--- src/itpt_pkg.sv ---
// Shared types, constants and helpers for the integer-to-text formatter.
// Used by the front, the descriptor queue, the back and the top level.
package itpt_pkg;

    localparam int VALUE_W     = 32;
    localparam int BASE_W      = 6;
    localparam int FLD_W       = 6;
    localparam int CHAR_W      = 8;
    localparam int DIGIT_W     = 6;
    localparam int DIGIT_DEPTH = 32;
    localparam int MAX_WIDTH   = 48;
    localparam int MIN_BASE    = 2;
    localparam int MAX_BASE    = 32;
    localparam int BASE_OCT    = 8;
    localparam int BASE_HEX    = 16;

    localparam int BYTE_W      = 8;
    localparam int NUM_BYTES   = VALUE_W / BYTE_W;
    localparam int BYTE_IDX_W  = $clog2(NUM_BYTES);
    localparam int REM_W       = $clog2(MAX_BASE);
    localparam int CNT_W       = $clog2(DIGIT_DEPTH + 1);
    localparam int ADDR_W      = $clog2(DIGIT_DEPTH);
    localparam int RAM_DEPTH   = 2 * DIGIT_DEPTH;
    localparam int RAM_AW      = ADDR_W + 1;
    localparam int LEN_W       = $clog2(MAX_WIDTH + DIGIT_DEPTH + 4);
    localparam int PRE_W       = 2;
    localparam int Q_DEPTH     = 2;
    localparam int Q_PTR_W     = $clog2(Q_DEPTH);
    localparam int Q_CNT_W     = $clog2(Q_DEPTH + 1);

    localparam logic [CHAR_W-1:0] CH_SPACE = 8'h20;
    localparam logic [CHAR_W-1:0] CH_PLUS  = 8'h2B;
    localparam logic [CHAR_W-1:0] CH_MINUS = 8'h2D;
    localparam logic [CHAR_W-1:0] CH_ZERO  = 8'h30;
    localparam logic [CHAR_W-1:0] CH_UPPER = 8'h41;
    localparam logic [CHAR_W-1:0] CH_LOWER = 8'h61;
    localparam logic [CHAR_W-1:0] CH_X_UP  = 8'h58;
    localparam logic [CHAR_W-1:0] CH_X_LO  = 8'h78;
    localparam int                DEC_DIGS = 10;

    typedef struct packed {
        logic [VALUE_W-1:0] value;
        logic [BASE_W-1:0]  base;
        logic [FLD_W-1:0]   width;
        logic [FLD_W-1:0]   precision;
        logic               left_align;
        logic               zero_pad;
        logic               force_plus;
        logic               space_sign;
        logic               alt_prefix;
        logic               lower_case;
        logic               signed_value;
    } fmt_item_t;

    // One formatted field, ready to be emitted from a digit bank
    typedef struct packed {
        logic               bank;
        logic [LEN_W-1:0]   lead;
        logic               has_sign;
        logic [CHAR_W-1:0]  sign_char;
        logic [PRE_W-1:0]   pre_len;
        logic               pre_hex;
        logic               lower;
        logic [LEN_W-1:0]   zfill;
        logic [LEN_W-1:0]   pzero;
        logic [CNT_W-1:0]   digits;
        logic [LEN_W-1:0]   trail;
        logic [LEN_W-1:0]   total;
    } fmt_desc_t;

    typedef struct packed {
        logic               not_empty;
        logic [Q_CNT_W-1:0] level;
    } q_status_t;

    typedef struct packed {
        logic              we;
        logic [RAM_AW-1:0] addr;
        logic [DIGIT_W-1:0] data;
    } ram_wr_t;

    function automatic logic [CHAR_W-1:0] digit_char(logic [REM_W-1:0] d, logic lower);
        logic [CHAR_W-1:0] c;
        if (CHAR_W'(d) < CHAR_W'(DEC_DIGS))
            c = CH_ZERO + CHAR_W'(d);
        else
            c = (lower ? CH_LOWER : CH_UPPER) + CHAR_W'(d) - CHAR_W'(DEC_DIGS);
        return c;
    endfunction

    // Index of the highest nonzero byte, zero when the word is zero
    function automatic logic [BYTE_IDX_W-1:0] top_byte(logic [VALUE_W-1:0] v);
        logic [BYTE_IDX_W-1:0] idx;
        idx = '0;
        for (int i = 0; i < NUM_BYTES; i++) begin
            if (v[i*BYTE_W +: BYTE_W] != '0)
                idx = BYTE_IDX_W'(i);
        end
        return idx;
    endfunction

endpackage

--- src/itpt_ram.sv ---
// Generic simple dual-port RAM: one write port, one read port, registered read.
// No dependencies.
module itpt_ram #(
    parameter int WIDTH = 8,
    parameter int DEPTH = 16
) (
    input  logic                     clk,
    input  logic                     wr_en,
    input  logic [$clog2(DEPTH)-1:0] wr_addr,
    input  logic [WIDTH-1:0]         wr_data,
    input  logic [$clog2(DEPTH)-1:0] rd_addr,
    output logic [WIDTH-1:0]         rd_data
);

    logic [WIDTH-1:0] mem [DEPTH];

    always_ff @(posedge clk)
    begin
        if (wr_en)
            mem[wr_addr] <= wr_data;
        rd_data <= mem[rd_addr];
    end

endmodule

--- src/itpt_queue.sv ---
// Short descriptor queue between front and back; head is read in place and
// popped only when its field is fully emitted. Depends on itpt_pkg.
module itpt_queue (
    input  logic                clk,
    input  logic                rst_n,
    input  logic                push,
    input  itpt_pkg::fmt_desc_t push_desc,
    input  logic                pop,
    output itpt_pkg::fmt_desc_t head,
    output itpt_pkg::q_status_t status
);
    import itpt_pkg::*;

    fmt_desc_t            entry_reg [Q_DEPTH];
    logic [Q_PTR_W-1:0]   wr_ptr_reg;
    logic [Q_PTR_W-1:0]   rd_ptr_reg;
    logic [Q_CNT_W-1:0]   count_reg;

    always_ff @(posedge clk)
    begin
        if (push)
            entry_reg[wr_ptr_reg] <= push_desc;
    end

    always_ff @(posedge clk or negedge rst_n)
    begin
        if (!rst_n)
        begin
            wr_ptr_reg <= '0;
            rd_ptr_reg <= '0;
            count_reg  <= '0;
        end
        else
        begin
            if (push)
                wr_ptr_reg <= wr_ptr_reg + Q_PTR_W'(1);
            if (pop)
                rd_ptr_reg <= rd_ptr_reg + Q_PTR_W'(1);
            if (push && !pop)
                count_reg <= count_reg + Q_CNT_W'(1);
            else if (pop && !push)
                count_reg <= count_reg - Q_CNT_W'(1);
        end
    end

    assign head             = entry_reg[rd_ptr_reg];
    assign status.not_empty = (count_reg != '0);
    assign status.level     = count_reg;

endmodule

--- src/itpt_front.sv ---
// Front: accepts an item, classifies sign and prefix, converts the magnitude
// into digits (one byte of long division per cycle) into a RAM bank, then
// queues a field descriptor. Depends on itpt_pkg.
module itpt_front (
    input  logic                 clk,
    input  logic                 rst_n,
    input  logic                 in_valid,
    output logic                 in_ready,
    input  itpt_pkg::fmt_item_t  in_item,
    input  itpt_pkg::q_status_t  q_status,
    output logic                 q_push,
    output itpt_pkg::fmt_desc_t  q_desc,
    output itpt_pkg::ram_wr_t    ram_wr
);
    import itpt_pkg::*;

    typedef enum logic [2:0] {
        F_IDLE = 3'b001,
        F_CONV = 3'b010,
        F_PUSH = 3'b100
    } front_state_t;

    front_state_t           state_reg, state_next;
    logic [VALUE_W-1:0]     dvd_reg, dvd_next;
    logic [REM_W-1:0]       rem_reg, rem_next;
    logic [BYTE_IDX_W-1:0]  byte_reg, byte_next;
    logic [CNT_W-1:0]       cnt_reg, cnt_next;
    logic                   bank_reg, bank_next;
    logic [BASE_W-1:0]      base_reg;
    logic [FLD_W-1:0]       fw_reg;
    logic [FLD_W-1:0]       prec_reg;
    logic                   has_sign_reg;
    logic [CHAR_W-1:0]      sign_char_reg;
    logic [PRE_W-1:0]       pre_len_reg;
    logic                   pre_hex_reg;
    logic                   left_reg;
    logic                   zpad_reg;
    logic                   lower_reg;

    logic                   accept;
    logic                   base_ok;
    logic                   neg;
    logic [VALUE_W-1:0]     mag;

    logic [BYTE_W-1:0]      cur_byte;
    logic [BYTE_W-1:0]      q_byte;
    logic [REM_W-1:0]       r;
    logic [BASE_W-1:0]      t;
    logic [VALUE_W-1:0]     dvd_upd;
    logic [CNT_W-1:0]       cnt_inc;

    logic [LEN_W-1:0]       cnt_l;
    logic [LEN_W-1:0]       prec_l;
    logic [LEN_W-1:0]       fw_l;
    logic [LEN_W-1:0]       prec_eff;
    logic [LEN_W-1:0]       need;
    logic [LEN_W-1:0]       pad;

    assign in_ready = (state_reg == F_IDLE) && (q_status.level < Q_CNT_W'(Q_DEPTH));
    assign accept   = in_valid && in_ready;
    assign base_ok  = (in_item.base >= BASE_W'(MIN_BASE)) && (in_item.base <= BASE_W'(MAX_BASE));
    assign neg      = in_item.signed_value && in_item.value[VALUE_W-1];
    assign mag      = neg ? (VALUE_W'(0) - in_item.value) : in_item.value;

    // One byte of restoring division by the radix, MSB first
    always_comb
    begin
        cur_byte = dvd_reg[byte_reg*BYTE_W +: BYTE_W];
        r        = rem_reg;
        q_byte   = '0;
        t        = '0;
        for (int j = BYTE_W - 1; j >= 0; j--)
        begin
            t = BASE_W'({r, cur_byte[j]});
            if (t >= base_reg)
            begin
                q_byte[j] = 1'b1;
                t         = t - base_reg;
            end
            r = t[REM_W-1:0];
        end
        dvd_upd = dvd_reg;
        dvd_upd[byte_reg*BYTE_W +: BYTE_W] = q_byte;
    end

    assign cnt_inc = cnt_reg + CNT_W'(1);

    // Field layout once the digit count is known
    always_comb
    begin
        cnt_l    = LEN_W'(cnt_reg);
        prec_l   = LEN_W'(prec_reg);
        fw_l     = LEN_W'(fw_reg);
        prec_eff = (prec_l > cnt_l) ? prec_l : cnt_l;
        need     = prec_eff + LEN_W'(has_sign_reg) + LEN_W'(pre_len_reg);
        pad      = (fw_l > need) ? (fw_l - need) : '0;

        q_desc.bank      = bank_reg;
        q_desc.lead      = (!left_reg && !zpad_reg) ? pad : '0;
        q_desc.has_sign  = has_sign_reg;
        q_desc.sign_char = sign_char_reg;
        q_desc.pre_len   = pre_len_reg;
        q_desc.pre_hex   = pre_hex_reg;
        q_desc.lower     = lower_reg;
        q_desc.zfill     = zpad_reg ? pad : '0;
        q_desc.pzero     = prec_eff - cnt_l;
        q_desc.digits    = cnt_reg;
        q_desc.trail     = left_reg ? pad : '0;
        q_desc.total     = need + pad;
    end

    always_comb
    begin
        state_next  = state_reg;
        dvd_next    = dvd_reg;
        rem_next    = rem_reg;
        byte_next   = byte_reg;
        cnt_next    = cnt_reg;
        bank_next   = bank_reg;
        q_push      = 1'b0;
        ram_wr.we   = 1'b0;
        ram_wr.addr = {bank_reg, cnt_reg[ADDR_W-1:0]};
        ram_wr.data = DIGIT_W'(r);
        unique case (state_reg)
            F_IDLE:
            begin
                // drop items with a radix out of range
                if (accept && base_ok)
                begin
                    dvd_next   = mag;
                    rem_next   = '0;
                    byte_next  = top_byte(mag);
                    cnt_next   = '0;
                    state_next = F_CONV;
                end
            end
            F_CONV:
            begin
                dvd_next = dvd_upd;
                if (byte_reg == '0)
                begin
                    ram_wr.we = 1'b1;
                    cnt_next  = cnt_inc;
                    rem_next  = '0;
                    byte_next = top_byte(dvd_upd);
                    if (dvd_upd == '0 || cnt_inc == CNT_W'(DIGIT_DEPTH))
                        state_next = F_PUSH;
                end
                else
                begin
                    byte_next = byte_reg - BYTE_IDX_W'(1);
                    rem_next  = r;
                end
            end
            F_PUSH:
            begin
                q_push     = 1'b1;
                bank_next  = !bank_reg;
                state_next = F_IDLE;
            end
            default:
            begin
                state_next = F_IDLE;
            end
        endcase
    end

    always_ff @(posedge clk or negedge rst_n)
    begin
        if (!rst_n)
        begin
            state_reg <= F_IDLE;
            bank_reg  <= 1'b0;
            cnt_reg   <= '0;
        end
        else
        begin
            state_reg <= state_next;
            bank_reg  <= bank_next;
            cnt_reg   <= cnt_next;
        end
    end

    always_ff @(posedge clk)
    begin
        dvd_reg  <= dvd_next;
        rem_reg  <= rem_next;
        byte_reg <= byte_next;
        if (accept)
        begin
            base_reg      <= in_item.base;
            fw_reg        <= (in_item.width > FLD_W'(MAX_WIDTH)) ?
                             FLD_W'(MAX_WIDTH) : in_item.width;
            prec_reg      <= (in_item.precision > FLD_W'(MAX_WIDTH)) ?
                             FLD_W'(MAX_WIDTH) : in_item.precision;
            has_sign_reg  <= neg || in_item.force_plus || in_item.space_sign;
            sign_char_reg <= neg ? CH_MINUS : (in_item.force_plus ? CH_PLUS : CH_SPACE);
            pre_hex_reg   <= (in_item.base == BASE_W'(BASE_HEX));
            if (in_item.alt_prefix && in_item.base == BASE_W'(BASE_HEX))
                pre_len_reg <= PRE_W'(2);
            else if (in_item.alt_prefix && in_item.base == BASE_W'(BASE_OCT))
                pre_len_reg <= PRE_W'(1);
            else
                pre_len_reg <= '0;
            left_reg      <= in_item.left_align;
            zpad_reg      <= in_item.zero_pad && !in_item.left_align;
            lower_reg     <= in_item.lower_case;
        end
    end

endmodule

--- src/itpt_back.sv ---
// Back: walks the head descriptor and emits one character per transfer
// through an output register, reading digits most significant first.
// Depends on itpt_pkg.
module itpt_back (
    input  logic                        clk,
    input  logic                        rst_n,
    input  itpt_pkg::fmt_desc_t         head,
    input  itpt_pkg::q_status_t         q_status,
    output logic                        q_pop,
    output logic [itpt_pkg::RAM_AW-1:0] ram_raddr,
    input  logic [itpt_pkg::DIGIT_W-1:0] ram_rdata,
    output logic                        out_valid,
    input  logic                        out_ready,
    output logic [itpt_pkg::CHAR_W-1:0] out_char,
    output logic                        last
);
    import itpt_pkg::*;

    typedef enum logic [1:0] {
        B_IDLE = 2'b01,
        B_EMIT = 2'b10
    } back_state_t;

    back_state_t        state_reg, state_next;
    logic               bank_reg, bank_next;
    logic [LEN_W-1:0]   lead_reg, lead_next;
    logic               sign_reg, sign_next;
    logic [CHAR_W-1:0]  sign_char_reg, sign_char_next;
    logic [PRE_W-1:0]   pre_reg, pre_next;
    logic               pre_hex_reg, pre_hex_next;
    logic               lower_reg, lower_next;
    logic [LEN_W-1:0]   zfill_reg, zfill_next;
    logic [LEN_W-1:0]   pzero_reg, pzero_next;
    logic [CNT_W-1:0]   dig_reg, dig_next;
    logic [LEN_W-1:0]   trail_reg, trail_next;
    logic [LEN_W-1:0]   total_reg, total_next;
    logic               out_valid_reg, out_valid_next;
    logic [CHAR_W-1:0]  out_char_reg, out_char_next;
    logic               last_reg, last_next;

    logic               advance;
    logic [CNT_W-1:0]   dig_m1;
    logic [CHAR_W-1:0]  ch;

    assign advance = (state_reg == B_EMIT) && (!out_valid_reg || out_ready);

    always_comb
    begin
        state_next     = state_reg;
        bank_next      = bank_reg;
        lead_next      = lead_reg;
        sign_next      = sign_reg;
        sign_char_next = sign_char_reg;
        pre_next       = pre_reg;
        pre_hex_next   = pre_hex_reg;
        lower_next     = lower_reg;
        zfill_next     = zfill_reg;
        pzero_next     = pzero_reg;
        dig_next       = dig_reg;
        trail_next     = trail_reg;
        total_next     = total_reg;
        q_pop          = 1'b0;
        ch             = CH_SPACE;

        unique case (state_reg)
            B_IDLE:
            begin
                if (q_status.not_empty)
                begin
                    bank_next      = head.bank;
                    lead_next      = head.lead;
                    sign_next      = head.has_sign;
                    sign_char_next = head.sign_char;
                    pre_next       = head.pre_len;
                    pre_hex_next   = head.pre_hex;
                    lower_next     = head.lower;
                    zfill_next     = head.zfill;
                    pzero_next     = head.pzero;
                    dig_next       = head.digits;
                    trail_next     = head.trail;
                    total_next     = head.total;
                    state_next     = B_EMIT;
                end
            end
            B_EMIT:
            begin
                if (advance)
                begin
                    priority if (lead_reg != '0)
                    begin
                        ch        = CH_SPACE;
                        lead_next = lead_reg - LEN_W'(1);
                    end
                    else if (sign_reg)
                    begin
                        ch        = sign_char_reg;
                        sign_next = 1'b0;
                    end
                    else if (pre_reg != '0)
                    begin
                        ch       = (pre_reg == PRE_W'(1) && pre_hex_reg) ?
                                   (lower_reg ? CH_X_LO : CH_X_UP) : CH_ZERO;
                        pre_next = pre_reg - PRE_W'(1);
                    end
                    else if (zfill_reg != '0)
                    begin
                        ch         = CH_ZERO;
                        zfill_next = zfill_reg - LEN_W'(1);
                    end
                    else if (pzero_reg != '0)
                    begin
                        ch         = CH_ZERO;
                        pzero_next = pzero_reg - LEN_W'(1);
                    end
                    else if (dig_reg != '0)
                    begin
                        ch       = digit_char(ram_rdata[REM_W-1:0], lower_reg);
                        dig_next = dig_reg - CNT_W'(1);
                    end
                    else
                    begin
                        ch         = CH_SPACE;
                        trail_next = trail_reg - LEN_W'(1);
                    end
                    total_next = total_reg - LEN_W'(1);
                    if (total_reg == LEN_W'(1))
                    begin
                        q_pop      = 1'b1;
                        state_next = B_IDLE;
                    end
                end
            end
            default:
            begin
                state_next = B_IDLE;
            end
        endcase
    end

    // Hold the output register until it is taken
    always_comb
    begin
        out_valid_next = out_valid_reg;
        out_char_next  = out_char_reg;
        last_next      = last_reg;
        if (advance)
        begin
            out_valid_next = 1'b1;
            out_char_next  = ch;
            last_next      = (total_reg == LEN_W'(1));
        end
        else if (out_ready)
        begin
            out_valid_next = 1'b0;
        end
    end

    // Address from next-state values so the registered read lines up with dig_reg
    assign dig_m1    = dig_next - CNT_W'(1);
    assign ram_raddr = {bank_next, dig_m1[ADDR_W-1:0]};

    always_ff @(posedge clk or negedge rst_n)
    begin
        if (!rst_n)
        begin
            state_reg     <= B_IDLE;
            out_valid_reg <= 1'b0;
            bank_reg      <= 1'b0;
            lead_reg      <= '0;
            sign_reg      <= 1'b0;
            pre_reg       <= '0;
            zfill_reg     <= '0;
            pzero_reg     <= '0;
            dig_reg       <= '0;
            trail_reg     <= '0;
            total_reg     <= '0;
        end
        else
        begin
            state_reg     <= state_next;
            out_valid_reg <= out_valid_next;
            bank_reg      <= bank_next;
            lead_reg      <= lead_next;
            sign_reg      <= sign_next;
            pre_reg       <= pre_next;
            zfill_reg     <= zfill_next;
            pzero_reg     <= pzero_next;
            dig_reg       <= dig_next;
            trail_reg     <= trail_next;
            total_reg     <= total_next;
        end
    end

    always_ff @(posedge clk)
    begin
        sign_char_reg <= sign_char_next;
        pre_hex_reg   <= pre_hex_next;
        lower_reg     <= lower_next;
        out_char_reg  <= out_char_next;
        last_reg      <= last_next;
    end

    assign out_valid = out_valid_reg;
    assign out_char  = out_char_reg;
    assign last      = last_reg;

endmodule

--- src/integer_to_padded_text.sv ---
// Top level of the printf-style integer formatter: front, descriptor queue,
// two-bank digit RAM and back. Depends on itpt_pkg and all itpt_* modules.
//
//   channel  dir  handshake            payload
//   -------  ---  -------------------  --------------------------------------
//   in       in   in_valid/in_ready    value base width precision + 7 flags
//   out      out  out_valid/out_ready  out_char last
//
// Front: for each digit, one step of byte-wide division by the radix per
// byte of the dividend from its highest nonzero byte down; a push state
// then queues the descriptor. Back: a load state, then one character per
// cycle unless the output stalls, up to 51 characters per field.
// The two digit banks let conversion of one item overlap emission of the last.
// A radix outside 2..32 is accepted and dropped. Reset clears all control;
// a stalled output holds its character and the back stops behind it.
module integer_to_padded_text (
    input  logic        clk,
    input  logic        rst_n,
    input  logic        in_valid,
    output logic        in_ready,
    input  logic [31:0] value,
    input  logic [5:0]  base,
    input  logic [5:0]  width,
    input  logic [5:0]  precision,
    input  logic        left_align,
    input  logic        zero_pad,
    input  logic        force_plus,
    input  logic        space_sign,
    input  logic        alt_prefix,
    input  logic        lower_case,
    input  logic        signed_value,
    output logic        out_valid,
    input  logic        out_ready,
    output logic [7:0]  out_char,
    output logic        last
);
    import itpt_pkg::*;

    fmt_item_t          item;
    q_status_t          q_status;
    logic               q_push;
    logic               q_pop;
    fmt_desc_t          q_desc;
    fmt_desc_t          q_head;
    ram_wr_t            ram_wr;
    logic [RAM_AW-1:0]  ram_raddr;
    logic [DIGIT_W-1:0] ram_rdata;

    always_comb
    begin
        item.value        = value;
        item.base         = base;
        item.width        = width;
        item.precision    = precision;
        item.left_align   = left_align;
        item.zero_pad     = zero_pad;
        item.force_plus   = force_plus;
        item.space_sign   = space_sign;
        item.alt_prefix   = alt_prefix;
        item.lower_case   = lower_case;
        item.signed_value = signed_value;
    end

    itpt_front u_front (
        .clk      (clk),
        .rst_n    (rst_n),
        .in_valid (in_valid),
        .in_ready (in_ready),
        .in_item  (item),
        .q_status (q_status),
        .q_push   (q_push),
        .q_desc   (q_desc),
        .ram_wr   (ram_wr)
    );

    itpt_queue u_queue (
        .clk       (clk),
        .rst_n     (rst_n),
        .push      (q_push),
        .push_desc (q_desc),
        .pop       (q_pop),
        .head      (q_head),
        .status    (q_status)
    );

    itpt_ram #(
        .WIDTH (DIGIT_W),
        .DEPTH (RAM_DEPTH)
    ) u_digit_ram (
        .clk     (clk),
        .wr_en   (ram_wr.we),
        .wr_addr (ram_wr.addr),
        .wr_data (ram_wr.data),
        .rd_addr (ram_raddr),
        .rd_data (ram_rdata)
    );

    itpt_back u_back (
        .clk       (clk),
        .rst_n     (rst_n),
        .head      (q_head),
        .q_status  (q_status),
        .q_pop     (q_pop),
        .ram_raddr (ram_raddr),
        .ram_rdata (ram_rdata),
        .out_valid (out_valid),
        .out_ready (out_ready),
        .out_char  (out_char),
        .last      (last)
    );

endmodule

--- config.mk ---
export PLATFORM = sky130hd
export DESIGN_NAME = integer_to_padded_text
export DESIGN_NICKNAME = d
export VERILOG_FILES = /design/src/itpt_pkg.sv /design/src/itpt_ram.sv /design/src/itpt_queue.sv /design/src/itpt_front.sv /design/src/itpt_back.sv /design/src/integer_to_padded_text.sv
export SDC_FILE = /design/constraint.sdc
export NUM_CORES = 1
export LEC_CHECK = 0
export BUFFER_PORTS_ARGS = -buffer_cell sky130_fd_sc_hd__clkbuf_2
export CAP_MARGIN = 20
export CORE_MARGIN = 2
export CORE_UTILIZATION = 50
export DETAILED_ROUTE_END_ITERATION = 7
export HOLD_SLACK_MARGIN = 0.05
export PLACE_DENSITY = 0.64
export SLEW_MARGIN = 30
export SYNTH_ARGS = -nofsm -noshare
export SYNTH_HDL_FRONTEND = slang
export SYNTH_HIERARCHICAL = 1
export SYNTH_SLANG_ARGS = --single-unit
export TNS_END_PERCENT = 10
--- constraint.sdc ---
create_clock -name clk -period 28.4 [get_ports clk]
set_clock_uncertainty 0.05 [all_clocks]
set_input_delay 4.26 -clock clk [delete_from_list [all_inputs] [get_ports clk]]
set_output_delay 4.26 -clock clk [all_outputs]
set_load 0.02 [all_outputs]
==> impl_metrics.json <==
{
  "cts_tree": "yes",
  "dp_hpwl_mm": 43.4,
  "postRouteWirelength_mm": 64.3,
  "initial_core_util_pct": 50.5,
  "ir_worst_vdd_mv": 0.122,
  "dr_total_vias": 18000,
  "crit_path_start": "u_front/byte_reg[0]",
  "width_of_the_die_um": 243,
  "gp_congestion": 0.871,
  "grt_remaining_overflow": 0,
  "grt_max_degree": 66,
  "worst_setup_hold_path_clk_slew_ps": 60,
  "worst_slew_pin_slew_ps": 944,
  "max_cap_viol_count": 0,
  "grt_first_pass_wirelength_mm": 101,
  "detail-route-antenna-nets": 0,
  "drc_errors": 0,
  "drt_iter0_markers": 1432,
  "nNetsFinal": 2336,
  "route.detailed.vias_per_inst": 6.07,
  "clock-root-buffer": "clkbuf_16",
  "core_area_mm2": 0.0564,
  "detailedPlace.worstSlack_ps": 10840,
  "worstPathMaxFanout": 64,
  "postSynthAreaPerCell_um2": 13.4,
  "crit_type": "reg -> reg",
  "final_total_negative_setup_slack_ps": 0,
  "holdCritPathClass": "reg -> reg",
  "finalMaxSlewViolations": 0,
  "floorplan.die.height_um": 243,
  "n_antenna_cell": 0,
  "cts_hold_buffers": 0,
  "hold_violations": 0,
  "total_leakage_power_nw": 11.3,
  "worst-r2r-cell-count": 55,
  "insertion_delay_ps": 610,
  "globalRouteTotalUtil_pct": 21.8,
  "drt-wirelength-per-cell_um": 21.7,
  "largest_register_ffs": 320,
  "area.growth.synth_to_final_pct": 9.94,
  "power.density_mw_per_mm2": 98.8,
  "status": "complete, no violations",
  "multi_input_logic_area_mm2": 0.0110,
  "number_of_buffers_inserted_by_port_buffering": 71,
  "seqCellArea_mm2": 0.0166,
  "rsz0062_at_grt": "false",
  "clk_path_buf_depth": 3,
  "post-route-util_pct": 55.5,
  "design.portCount": 72,
  "achievable-frequency_ghz": 0.0575,
  "number_of_buffers_added_for_setup_after_cts": 0,
  "floorplan.rows": 87,
  "setup_viol_count_final": 0,
  "cts-buffers-inserted": 57,
  "ys_warn_count": 6,
  "final_critical_path_setup_slack_ps": 11020,
  "clock_sink_count": 562,
  "design.die.area_mm2": 0.0589,
  "final.fill_count": 4629,
  "hold_path_startpoint": "u_front/sign_char_reg[1]",
  "worst-endpoint-required_ps": 28590,
  "cts-resized-gates": 0,
  "hold_ws_ps": 398,
  "finalCritPeriodShare_pct": 61.2,
  "max_stage_delay_ps": 900,
  "firstDrtPassIters": 5,
  "setup.worst_path.start_class": "register",
  "maxSlewHeadroom_pct": 35.5,
  "synth_cells": 2126,
  "reg2reg_from": "u_front/byte_reg[0]",
  "min_delay_path_depth": 0,
  "post_route_cells_drive_above_1_share_pct": 17.8,
  "post-route-min-period_ps": 17380,
  "antenna_found_initial": 0,
  "cp.arrival_ps": 17570,
  "cpMaxStageDelayCell": "edfxtp_1",
  "count_of_h_tree_levels_built_during_cts": 2,
  "first_global_vias": 17700,
  "netlist_area_mm2": 0.0285,
  "crit_path_end_kind": "register"
}
[through the flow]
stage          instance area, um^2  cells  power, mW
2_1_floorplan                28500   2128       2.03
3_3_place_gp                 29400   2863       2.33
3_5_place_dp                 29400   2863       2.37
4_1_cts                      31300   2969       3.11
5_1_grt                      31300   2969       3.25
6_report                     31300   2969       3.09
[critical path, delay by kind of cell, from the launching register on]
family                     cells  cell delay [ps]
AOI/OAI and AO/OA             27             7270
adders and majority gates      9             3010
and+or+nand+nor                8             2670
muxes                          6             2390
DFF                            1              900
buffers and inverters          5              660
[layout by cell type, fill, tap and decap left out, types with 11 or more instances in the layout]
cell and count:
a31oi_1 18, o31ai_1 11, mux2i_1 26, ha_1 95
a221oi_1 28, buf_4 22, inv_1 98, clkinv_2 16
nor3_1 34, nand2_1 119, edfxtp_1 502, mux2_4 33
o22ai_1 12, nor4_1 20, mux4_2 90, nor2_1 161
mux2_2 35, clkinv_1 13, clkbuf_2 71, nand2b_1 16
nand3_1 39, a21o_1 36, and2_1 26, nand4_1 17
a21oi_1 124, xnor2_1 51, o21ai_0 77, and3_1 18
xor2_1 31, or3_1 19, clkbuf_16 58, dfrtp_1 52
fa_1 13
[final timing paths]
path | slack (ps) | endpoint
worst max-delay path | 11020 | u_digit_ram/mem[56][4]
worst min-delay path | 400 | u_queue/entry_reg[1][39]
worst max register to register | 11020 | u_digit_ram/mem[56][4]
worst min register to register | 400 | u_queue/entry_reg[1][39]
max in group asynchronous | 23960 | u_queue/rd_ptr_reg
min in group asynchronous | 3740 | u_back/total_reg[3]
[where the power goes]
part           switching [mW]  internal [mW]
clock                   0.312          0.426
combinational           0.731          0.360
sequential             0.0433           1.22
total                    1.09           2.01
[cell type report]
type / instances / area share, %
Multi-Input combinational cell: 1349 / 35.3
Timing Repair Buffer: 93 / 1.66
Clock buffer: 69 / 4.86
Sequential cell: 562 / 52.9
Clock inverter: 37 / 1.03
Inverter: 103 / 1.24
Tap cell: 756 / 3.02
[per-layer routing]
metal | vias up | GRT usage (%) | part of all wire [%]
met2 | 612 | 34.8 | 46
met3 | 135 | 3.65 | 6.3
li1 | 8230 | - | -
met5 | - | 0 | 0
met1 | 9040 | 30.9 | 44
met4 | 0 | 6.78 | 2.9
No activity file was read; power rests on OpenSTA's default activity.
